### config.mk
export PLATFORM = sky130hd
export DESIGN_NAME = vrd_ctrl
export DESIGN_NICKNAME = d
export VERILOG_FILES = /design/src/hdl/vrd_pkg.sv /design/src/hdl/vrd_ctrl.sv
export SDC_FILE = /design/constraint.sdc
export NUM_CORES = 1
export LEC_CHECK = 0
export BUFFER_PORTS_ARGS = -buffer_cell sky130_fd_sc_hd__buf_2
export CAP_MARGIN = 20
export CORE_AREA = 2 2 39 41
export CTS_CLUSTER_SIZE = 12
export DETAILED_ROUTE_END_ITERATION = 6
export DIE_AREA = 0 0 41 43
export PLACE_DENSITY_LB_ADDON = 0.08
export SLEW_MARGIN = 20
export SYNTH_ARGS = -nofsm -noshare
export SYNTH_HDL_FRONTEND = slang
export SYNTH_SLANG_ARGS = --single-unit
### constraint.sdc
create_clock -name clk -period 4.9 [get_ports clk]
set_clock_uncertainty 0.1 [all_clocks]
set_input_delay 1.47 -clock clk [delete_from_list [all_inputs] [get_ports clk]]
set_output_delay 1.47 -clock clk [all_outputs]
set_load 0.03 [all_outputs]
### src/hdl/vrd_pkg.sv
package vrd_pkg;

  // Fixed widths of the walker
  localparam int MAP_W     = 12;  // signed cell coordinate, covers start cell +/- 1023 steps
  localparam int SIDE_W    = 60;  // side distances and deltas, Q.16
  localparam int DIV_STEPS = 31;  // quotient bits of 2^30 / |dir|
  localparam int HUGE_SH   = 58;  // zero component: delta = 2^58
  localparam int DIST_W    = 25;
  localparam int PROD_W    = 41;  // Q1.14 dir times Q8.16 distance
  localparam int WIDE_W    = 62;

  // Axis codes
  localparam logic [1:0] AX_X = 2'd0;
  localparam logic [1:0] AX_Y = 2'd1;
  localparam logic [1:0] AX_Z = 2'd2;

  // Input op codes
  localparam logic OP_WRITE = 1'b0;
  localparam logic OP_CAST  = 1'b1;

  typedef enum logic [3:0] {
    ST_CLEAR,
    ST_IDLE,
    ST_WR_RD,
    ST_WR_WB,
    ST_AX,
    ST_DIV,
    ST_MUL,
    ST_RD,
    ST_TEST,
    ST_DIST,
    ST_PROD,
    ST_FIN
  } state_t;

  typedef struct packed {
    logic in_ready;
    logic ld_in;
    logic clr;
    logic rd_wr;
    logic wb;
    logic ax_inc;
    logic div_init;
    logic div_step;
    logic ld_axis;
    logic rd_cast;
    logic step;
    logic set_hit;
    logic out_load;
  } cmd_t;

  typedef struct packed {
    logic in_valid;
    logic in_op;
    logic clr_last;
    logic wr_in_grid;
    logic ax_last;
    logic mag_zero;
    logic div_last;
    logic bound_hit;
    logic steps_done;
    logic cell_solid;
    logic out_free;
    logic stepped;
  } sts_t;

  // Saturate to signed Q8.16
  function automatic logic [DIST_W-1:0] sat_dist(input logic signed [WIDE_W-1:0] v);
    logic [DIST_W-1:0] r;
    if (v < -62'sd16777216) begin
      r = 25'h1000000;
    end else if (v > 62'sd16777215) begin
      r = 25'h0FFFFFF;
    end else begin
      r = v[DIST_W-1:0];
    end
    return r;
  endfunction

endpackage

### src/hdl/vrd_ctrl.sv
module vrd_ctrl (
  input  logic          clk,
  input  logic          rst_n,
  input  vrd_pkg::sts_t sts,
  output vrd_pkg::cmd_t cmd
);
  import vrd_pkg::*;

  state_t state_r, state_nxt;

  always_ff @(posedge clk) begin
    if (!rst_n) begin
      state_r <= ST_CLEAR;
    end else begin
      state_r <= state_nxt;
    end
  end

  always_comb begin
    cmd       = '0;
    state_nxt = state_r;
    case (state_r)
      // wipe the grid one row a cycle
      ST_CLEAR: begin
        cmd.clr = 1'b1;
        if (sts.clr_last) state_nxt = ST_IDLE;
      end
      ST_IDLE: begin
        cmd.in_ready = 1'b1;
        if (sts.in_valid) begin
          cmd.ld_in = 1'b1;
          state_nxt = (sts.in_op == OP_CAST) ? ST_AX : ST_WR_RD;
        end
      end
      // read-modify-write of one row
      ST_WR_RD: begin
        if (sts.wr_in_grid) begin
          cmd.rd_wr = 1'b1;
          state_nxt = ST_WR_WB;
        end else begin
          state_nxt = ST_IDLE;
        end
      end
      ST_WR_WB: begin
        cmd.wb    = 1'b1;
        state_nxt = ST_IDLE;
      end
      // per-axis setup: reciprocal (skipped for a zero component) then first side distance
      ST_AX: begin
        if (sts.mag_zero) begin
          cmd.ld_axis = 1'b1;
          if (sts.ax_last) begin
            state_nxt = ST_RD;
          end else begin
            cmd.ax_inc = 1'b1;
          end
        end else begin
          cmd.div_init = 1'b1;
          state_nxt    = ST_DIV;
        end
      end
      ST_DIV: begin
        cmd.div_step = 1'b1;
        if (sts.div_last) state_nxt = ST_MUL;
      end
      ST_MUL: begin
        cmd.ld_axis = 1'b1;
        if (sts.ax_last) begin
          state_nxt = ST_RD;
        end else begin
          cmd.ax_inc = 1'b1;
          state_nxt  = ST_AX;
        end
      end
      // walk loop
      ST_RD: begin
        if (sts.bound_hit || sts.steps_done) begin
          state_nxt = ST_FIN;
        end else begin
          cmd.rd_cast = 1'b1;
          state_nxt   = ST_TEST;
        end
      end
      ST_TEST: begin
        if (sts.cell_solid) begin
          cmd.set_hit = 1'b1;
          state_nxt   = ST_DIST;
        end else begin
          cmd.step  = 1'b1;
          state_nxt = ST_RD;
        end
      end
      ST_DIST: state_nxt = ST_PROD;
      ST_PROD: state_nxt = ST_FIN;
      ST_FIN: begin
        if (sts.out_free) begin
          cmd.out_load = 1'b1;
          state_nxt    = ST_IDLE;
        end
      end
      default: state_nxt = ST_IDLE;
    endcase
  end
endmodule

==> reports/metrics.csv, run 1 <==
metric,value,unit
pin count of the biggest net entering global routing,25,
startpoint types,primary input,
Setup WS post-layout,1.216,ns
cell area after synthesis,556.8,µm²
top cell type's share of synthesized area,14.38,%
NumNets Final,114,
most instantiated cells after synthesis,"a21oi_1, nor2_1, inv_1, nor3_1, o21ai_0",
initial core utilization,40.24,%
switching share of total power,40.85,%
routability cong.,0.7675,
HPWL Detailed,1089,µm
"Clk pin slew, worst setup/hold paths",0.04,ns
Synthesized Nets,92,
Core Region,1384,µm²
initial antenna violation count,0,
# clock sinks,4,
CP Max Fanout,4,
Leak,0.2749,nW
row count,14,
Post-synth top flop,dfxtp_1,
Mapped Cells,78,
# setup viols final,0,
Unique masters post-synth,36,
Die X,41,µm
critical path capture point type,primary output,
detailed-router iteration count before antenna repair,4,
vias per cell,5.991,
first-pass GRT wire length,2325,µm
CTS max path bufs,2,
Post-CTS Hold Buffers,0,
vias in the first global route,530,
MaxCap Viol Count,0,
"Most flops, register",state_r,
Overflow after GRT,0,
DRT antenna net count,0,
Mapped Avg Cell Area,7.138,µm²
wl on met1,703,µm
DRT Wirelength,1495,µm
Final Hold Fails,0,
H-tree Lvls,1,
Iteration-0 DRC Markers,8,
chip height,43,µm
P&R area growth vs syn,20.67,%
CP required,3.33,ns
pre-CTS WS,1.224,ns
f_max,271.5,MHz
status,"finished, final reports clean",
Final TNS setup,0,ns
Critical Path AT,2.11,ns
highest routed layer,met3,
wire per inst,13.11,µm
total CTS buffers,3,
Port-buffer cells,25,
Slew HR,53.35,%
period utilization,75.17,%
number of diodes,0,
Largest regs,state_r: 4 flops,
full die area,1763,µm²
Tot GR Track Use,18.44,%
power density cells,222.6,nW/µm²
clk_lat worst skew,0.23,ns
yosys warns,0,
Psw,0.00006109,W
CTS tree,built,
Post-synth EDFFs,0,
register bit total from synthesis,4,
DRC,0,
Total Power,0.0001496,W
"Seq/Total Area, Yosys",14.38,%
Synth area leader,dfxtp_1,
metal3 WL,61,µm
CTS root buffer,clkbuf_4,
Power Internal,0.00008847,W
worst hold path class,flop to flop,
synth top area cells,"dfxtp_1, a21oi_1, nor3_1, o21ai_0, buf_6",
share of layout cells above drive strength 1,33.67,%
Least-Margin Pin Slew,0.6988,ns
RSZ-0062 raised after global routing,false,
Comb pwr share,40.7,%
vias,683,
maximum vdd drop,101.4,µV
IO Count,27,
share of async-settable or async-resettable flops after synthesis,0,%
sequential share of power,33.0,%
Post-CTS Resized,0,
Slew Limit Fails,0,
critical path class,primary input to primary output,
Tmin final,3.684,ns
Clock Power Share,26.3,%
post-CTS setup repair buffer count,0,
WHS,0.7589,ns
max reg flops,4,
met2 wire length,730,µm
==> worst paths after layout <==
kind | from | end | slack [ns] | depth (start not counted)
worst min register to register | state_r[0] | state_r[0] | 0.76 | 2
worst min-delay path | state_r[0] | state_r[0] | 0.76 | 2
worst max-delay path | sts[6] | cmd[7] | 1.22 | 4
worst max register to register | state_r[0] | state_r[1] | 2.84 | 4
==> cell type report <==
cell class                 instances  area (µm²)
clock buffer                       3       22.52
fill                             154       711.9
inverter                           5       18.77
multi-input combinational         61       405.4
sequential                         4       80.08
tap                               16       20.02
timing repair buffer              25       125.1
==> placed cells by master (no fill, tap or decap), types with 3 or more instances in the layout <==
cell and n:
nor3_1 5, clkbuf_4 3, nand2_1 3, nor2_1 6
a21oi_1 6, nor4_1 3, inv_1 5, dfxtp_1 4
o21ai_0 5, or4_1 3, nand2b_1 3, buf_2 25
==> per-layer routing <==
metal | vias to the layer above | global-route usage (%)
met4 | 0 | 2.000
li1 | 343 | -
met5 | - | 0
met3 | 0 | 4.712
met1 | 325 | 25.88
met2 | 15 | 28.44
==> critical path, stage by stage <==
cell and delay [ns]:
buf_2 0.12, o21ai_0 0.10, nor4_1 0.19, buf_2 0.23
==> power groups by stage <==
stage | logic, W | clock network (W) | registers [W]
2_1_floorplan | 0.0000546 | 0 | 0.0000378
3_3_place_gp | 0.0000606 | 0 | 0.0000497
3_5_place_dp | 0.0000611 | 0 | 0.0000497
4_1_cts | 0.0000612 | 0.0000413 | 0.0000489
5_1_grt | 0.0000664 | 0.0000447 | 0.0000520
6_report | 0.0000609 | 0.0000393 | 0.0000494
==> cells by family after synthesis <==
group	share of synthesized area, %
flops	14.38
buf+inv	12.81
simple gates	44.95
compound gates	27.87
==> per-stage QoR <==
stage / util [%] / cells / area [µm²]
final: 48.55 / 114 / 671.9
after global routing: 48.55 / 114 / 671.9
after CTS: 48.55 / 114 / 671.9
after detailed placement: 46.93 / 111 / 649.4
after global placement: 46.93 / 111 / 649.4
after floorplan: - / 78 / 556.8
Power figures use the tool's default switching activity.
==> run 2: changes to the inputs <==
Clock period 4.9 ns to 3.6 ns, I/O delays scaled along.
==> reports/metrics.csv, run 2 (synthesized netlist as in run 1, its figures left out) <==
metric,value,unit,change
status,"finished, final reports clean",,
Post-CTS Hold Buffers,0,,unchanged
CTS max path bufs,2,,unchanged
initial antenna violation count,0,,unchanged
routability cong.,0.7918,,+3.2%
pre-CTS WS,0.7190,ns,-0.5049 ns
Final Hold Fails,0,,unchanged
# clock sinks,4,,unchanged
Setup WS post-layout,0.6741,ns,-0.5424 ns
detailed-router iteration count before antenna repair,5,,+1
"commonest non-fill, non-tap cell in the layout",buf_2,,
"Most flops, register",state_r,,
dpl cells,114,,+2.7%
Port-buffer cells,25,,unchanged
vias,666,,-2.5%
Slew Limit Fails,0,,unchanged
RSZ-0062 raised after global routing,false,,
worst hold path class,flop to flop,,
Comb pwr share,49.0,%,+8.3 points
IO Count,27,,unchanged
pin count of the biggest net entering global routing,24,,-4.0%
H-tree Lvls,1,,unchanged
power density cells,301.5,nW/µm²,+35%
fin cells,117,,+2.6%
Largest regs,state_r: 4 flops,,
Power Internal,0.0001244,W,+41%
full die area,1763,µm²,unchanged
clk_lat worst skew,0.23,ns,about the same
Slew HR,59.44,%,+6.1 points
switching share of total power,40.60,%,-0.25 points
share of layout cells above drive strength 1,35.64,%,+2.0 points
multi-input gate area in the final layout,405.4,µm²,unchanged
Psw,0.00008502,W,+39%
vias in the first global route,529,,-0.19%
initial core utilization,40.24,%,unchanged
CTS root buffer,clkbuf_4,,
WHS,0.6393,ns,-0.1196 ns
HPWL Detailed,1151,µm,+5.7%
"Clk pin slew, worst setup/hold paths",0.04,ns,about the same
DRC,0,,unchanged
sequential cell area,80.08,µm²,unchanged
Tot GR Track Use,18.54,%,+0.10 points
chip height,43,µm,unchanged
Tmin final,2.926,ns,
total CTS buffers,3,,unchanged
period utilization,81.28,%,
CP required,2.42,ns,-0.91 ns
Least-Margin Pin Slew,0.6076,ns,-0.09126 ns
critical path class,flop to primary output,,
MaxCap Viol Count,0,,unchanged
Iteration-0 DRC Markers,31,,+23
P&R area growth vs syn,24.72,%,
row count,14,,unchanged
DRT antenna net count,0,,unchanged
first-pass GRT wire length,2339,µm,+0.60%
vias per cell,5.692,,-5.0%
f_max,341.8,MHz,
"commonest cells after routing, fill and taps aside","buf_2, nor2_1, a21oi_1",,
critical path capture point type,primary output,,
Critical Path AT,1.75,ns,-0.36 ns
Final TNS setup,0,ns,unchanged
Leak,0.2909,nW,+5.8%
fillcell total,153,,-0.65%
Core Region,1384,µm²,unchanged
NumNets Final,117,,+2.6%
startpoint types,flop,,
Die X,41,µm,unchanged
maximum vdd drop,147.3,µV,+45%
Post-CTS Resized,0,,unchanged
post-CTS setup repair buffer count,0,,unchanged
number of diodes,0,,unchanged
Overflow after GRT,0,,unchanged
DRT Wirelength,1509,µm,+0.94%
# setup viols final,0,,unchanged
max reg flops,4,,unchanged
CP Max Fanout,21,,+17
sequential share of power,24.5,%,-8.5 points
Clock Power Share,26.5,%,+0.2 points
wire per inst,12.90,µm,-1.7%
CTS tree,built,,
-- run 2: power by group through the flow --
stage,registers [W],logic [W],clock network (W)
finish,0.0000514,0.000103,0.0000555
global route,0.0000519,0.000112,0.0000611
CTS,0.0000513,0.000103,0.0000583
detailed placement,0.0000521,0.000102,0
global placement,0.0000518,0.000103,0
floorplan,0.0000515,0.0000744,0
-- run 2: path summary, 6_finish.rpt --
kind / start / end / slack (ns) / cells past startpoint
max: state_r[1] / cmd[9] / 0.67 / 3
min reg2reg: state_r[0] / state_r[0] / 0.64 / 3
min: state_r[0] / state_r[0] / 0.64 / 3
max reg2reg: state_r[1] / state_r[1] / 1.60 / 4
-- run 2: through the flow --
step                      utilization [%]  total power, W  cell area, µm²
after detailed placement            48.55       0.0001545           671.9
final                               50.18       0.0002094           694.4
after CTS                           50.18       0.0002124           694.4
after global routing                50.18       0.0002253           694.4
after floorplan                         -       0.0001258           556.8
after global placement              48.55       0.0001548           671.9
-- run 2: routing by layer --
metal	global-route usage (%)	routed length [µm]	vias up
li1	-	-	346
met1	27.16	732	301
met2	27.50	714	19
met3	4.712	62	0
met4	2.000	0	0
met5	0	0	-
-- run 2: final cells by class --
class	instances	share of cell area, %
timing repair buffer	28	21.26
tap	16	2.883
inverter	5	2.703
sequential	4	11.53
multi-input combinational	61	58.38
clock buffer	3	3.243
-- run 2: worst max-delay path, stage by stage (launching register included) --
cell      delay [ns]
dfxtp_1         0.70
nand2b_1        0.27
nor4b_1         0.31
buf_2           0.24
==> run 3: changes to the inputs <==
Settings changed: ABC_AREA set to 1.
Clock period 3.6 ns to 2.5 ns, I/O delays scaled along.
==> reports/metrics.csv, run 3 <==
metric,value,unit,change
status,"finished, final reports clean",,
f_max,438.9,MHz,
DRC,0,,unchanged
Worst Setup EP,cmd[3],,
wire per inst,8.746,µm,-32%
r2r endpoint,state_r[0],,
detailed-router iteration count before antenna repair,5,,unchanged
CP required,1.65,ns,-0.77 ns
Post-CTS Hold Buffers,0,,unchanged
cell area after synthesis,473.0,µm²,-15%
DRT antenna net count,0,,unchanged
"commonest cells after routing, fill and taps aside","buf_2, nand2_1, inv_1, nor2_1, nand3_1",,
RR Startpoint,state_r[1],,
clk_lat worst skew,0.23,ns,about the same
Overflow after GRT,0,,unchanged
CP peak stage delay,0.29,ns,-0.41 ns
MaxCap Viol Count,0,,unchanged
worst hold path class,flop to flop,,
Leak,0.4079,nW,+40%
CTS root buffer,clkbuf_4,,
Least-Margin Pin Slew,0.3711,ns,-0.2365 ns
Tot GR Track Use,14.86,%,-3.7 points
reg2reg path depth,8,,+4
"Most flops, register",state_r,,
post-CTS setup repair buffer count,0,,unchanged
total CTS buffers,3,,unchanged
Final TNS setup,0,ns,unchanged
vias in the first global route,475,,-10%
Total Power,0.0005036,W,+140%
share of layout cells above drive strength 1,33.05,%,-2.6 points
Largest regs,state_r: 4 flops,,
P&R area growth vs syn,35.45,%,
synth top area cells,"nand2_1, dfxtp_1, inv_1, nor2_1, nand3_1",,
Post-CTS Resized,0,,unchanged
top-count cell post-synth,nand2_1,,
RSZ-0062 raised after global routing,false,,
Slew Limit Fails,0,,unchanged
NumNets Final,134,,+15%
initial antenna violation count,0,,unchanged
power density cells,786.0,nW/µm²,+160%
CTS tree,built,,
startpoint types,primary input,,
Unique masters post-synth,17,,-53%
H-tree Lvls,1,,unchanged
critical path capture point type,primary output,,
Mapped Avg Cell Area,5.255,µm²,-26%
routability cong.,0.8572,,+8.3%
Post-synth EDFFs,0,,unchanged
period utilization,91.13,%,
Final Hold Fails,0,,unchanged
R2R Setup Slk,1.07,ns,-0.53 ns
Critical Path AT,1.43,ns,-0.32 ns
"commonest non-fill, non-tap cell in the layout",buf_2,,
CP dominant cell by count,buf_2,,
Post-synth top flop,dfxtp_1,,
maximum vdd drop,464.9,µV,+220%
Tmin final,2.278,ns,
Mapped Cells,90,,+15%
row count,14,,unchanged
Die X,41,µm,unchanged
# setup viols final,0,,unchanged
max reg flops,4,,unchanged
first-pass GRT wire length,1773,µm,-24%
critical path class,primary input to primary output,,
full die area,1763,µm²,unchanged
vias per cell,4.478,,-21%
yosys warns,0,,unchanged
Synthesized Nets,104,,+13%
Slew HR,75.17,%,+16 points
# clock sinks,4,,unchanged
kind of cell adding the most delay to the critical path,simple AND/OR/NAND/NOR gates,,
CP Max Fanout,2,,-90%
Synth area leader,nand2_1,,
share of async-settable or async-resettable flops after synthesis,0,%,unchanged
DRT Wirelength,1172,µm,-22%
number of diodes,0,,unchanged
Iteration-0 DRC Markers,13,,-58%
"Clk pin slew, worst setup/hold paths",0.04,ns,about the same
vias,600,,-9.9%
Worst path depth,4,,+1
initial core utilization,34.18,%,-6.1 points
Port-buffer cells,25,,unchanged
Core Region,1384,µm²,unchanged
Crit-path slowest cell,or2_2,,
"Seq/Total Area, Yosys",16.93,%,+2.5 points
CTS max path bufs,2,,unchanged
chip height,43,µm,unchanged
top cell type's share of synthesized area,17.46,%,+3.1 points
IO Count,27,,unchanged
critical path launch point,sts[3],,
pin count of the biggest net entering global routing,7,,-71%
crit-path cells,"buf_2, or2_2, nor2_1, buf_2",,
register bit total from synthesis,4,,unchanged
HPWL Detailed,998.5,µm,-13%
most instantiated cells after synthesis,"nand2_1, inv_1, nor2_1",,
number of buffers and inverters on the critical path,2,,+1
-- run 3: changes by cell type in the layout (fill, tap and decap cells not counted), moves of 4 or more --
cell,before,now
nand3_1,1,9
nand2_1,3,22
nor3_1,5,1
a21oi_1,6,1
inv_1,5,17
nor2_1,6,17
-- run 3: where the power goes --
group	switching (W)	total, W	internal, W
Sequential	0.0000180	0.0000973	0.0000793
Clock	0.0000253	0.0000789	0.0000536
Combinational	0.000226	0.000327	0.000102
-- run 3: per-stage QoR --
stage          area, µm²  util [%]  hold slack, ns  cells  setup slack (ns)
2_1_floorplan      473.0         -          0.5118     90            0.1657
3_3_place_gp       618.1     44.67          0.5706    131            0.2258
3_5_place_dp       618.1     44.67          0.5687    131            0.2159
4_1_cts            640.6     46.29          0.5754    134            0.2142
5_1_grt            640.6     46.29          0.6328    134           0.07401
6_report           640.6     46.29          0.5847    134            0.2217
-- run 3: cells by family after synthesis --
family | after synthesis | synth area share, %
AO/OA/AOI/OAI | 8 | 11.64
buffers and inverters | 20 | 15.87
flip-flops | 4 | 16.93
AND/OR/NAND/NOR | 58 | 55.56
-- run 3: cell type report --
type	count	area [µm²]
clock buffer	3	22.52
fill	162	743.2
inverter	20	75.07
multi-input combinational	66	317.8
sequential	4	80.08
tap	16	20.02
timing repair buffer	25	125.1
-- run 3: layer usage --
metal | part of all wire [%] | GRT usage [%]
met4 | 0 | 11.33
met2 | 48 | 21.88
met3 | 7.5 | 1.571
met5 | 0 | 0
met1 | 44 | 18.65
-- run 3: worst min path at each step --
stage	cells past startpoint	slack (ns)	from	to
2_1_floorplan	4	0.51	state_r[0]	state_r[0]
3_3_place_gp	4	0.57	state_r[0]	state_r[0]
3_5_place_dp	4	0.57	state_r[0]	state_r[0]
4_1_cts	4	0.58	state_r[0]	state_r[0]
5_1_grt	4	0.63	state_r[0]	state_r[0]
6_report	4	0.58	state_r[0]	state_r[0]
-- run 3: worst register-to-register path: stages, from the launching register on --
cell and delay, ns:
dfxtp_1 0.35, nor2_1 0.33, nand3_1 0.15, nand2_1 0.16
nor2_1 0.05, nand2_1 0.05, nand2_1 0.04, nand2_1 0.05
nor2_1 0.04
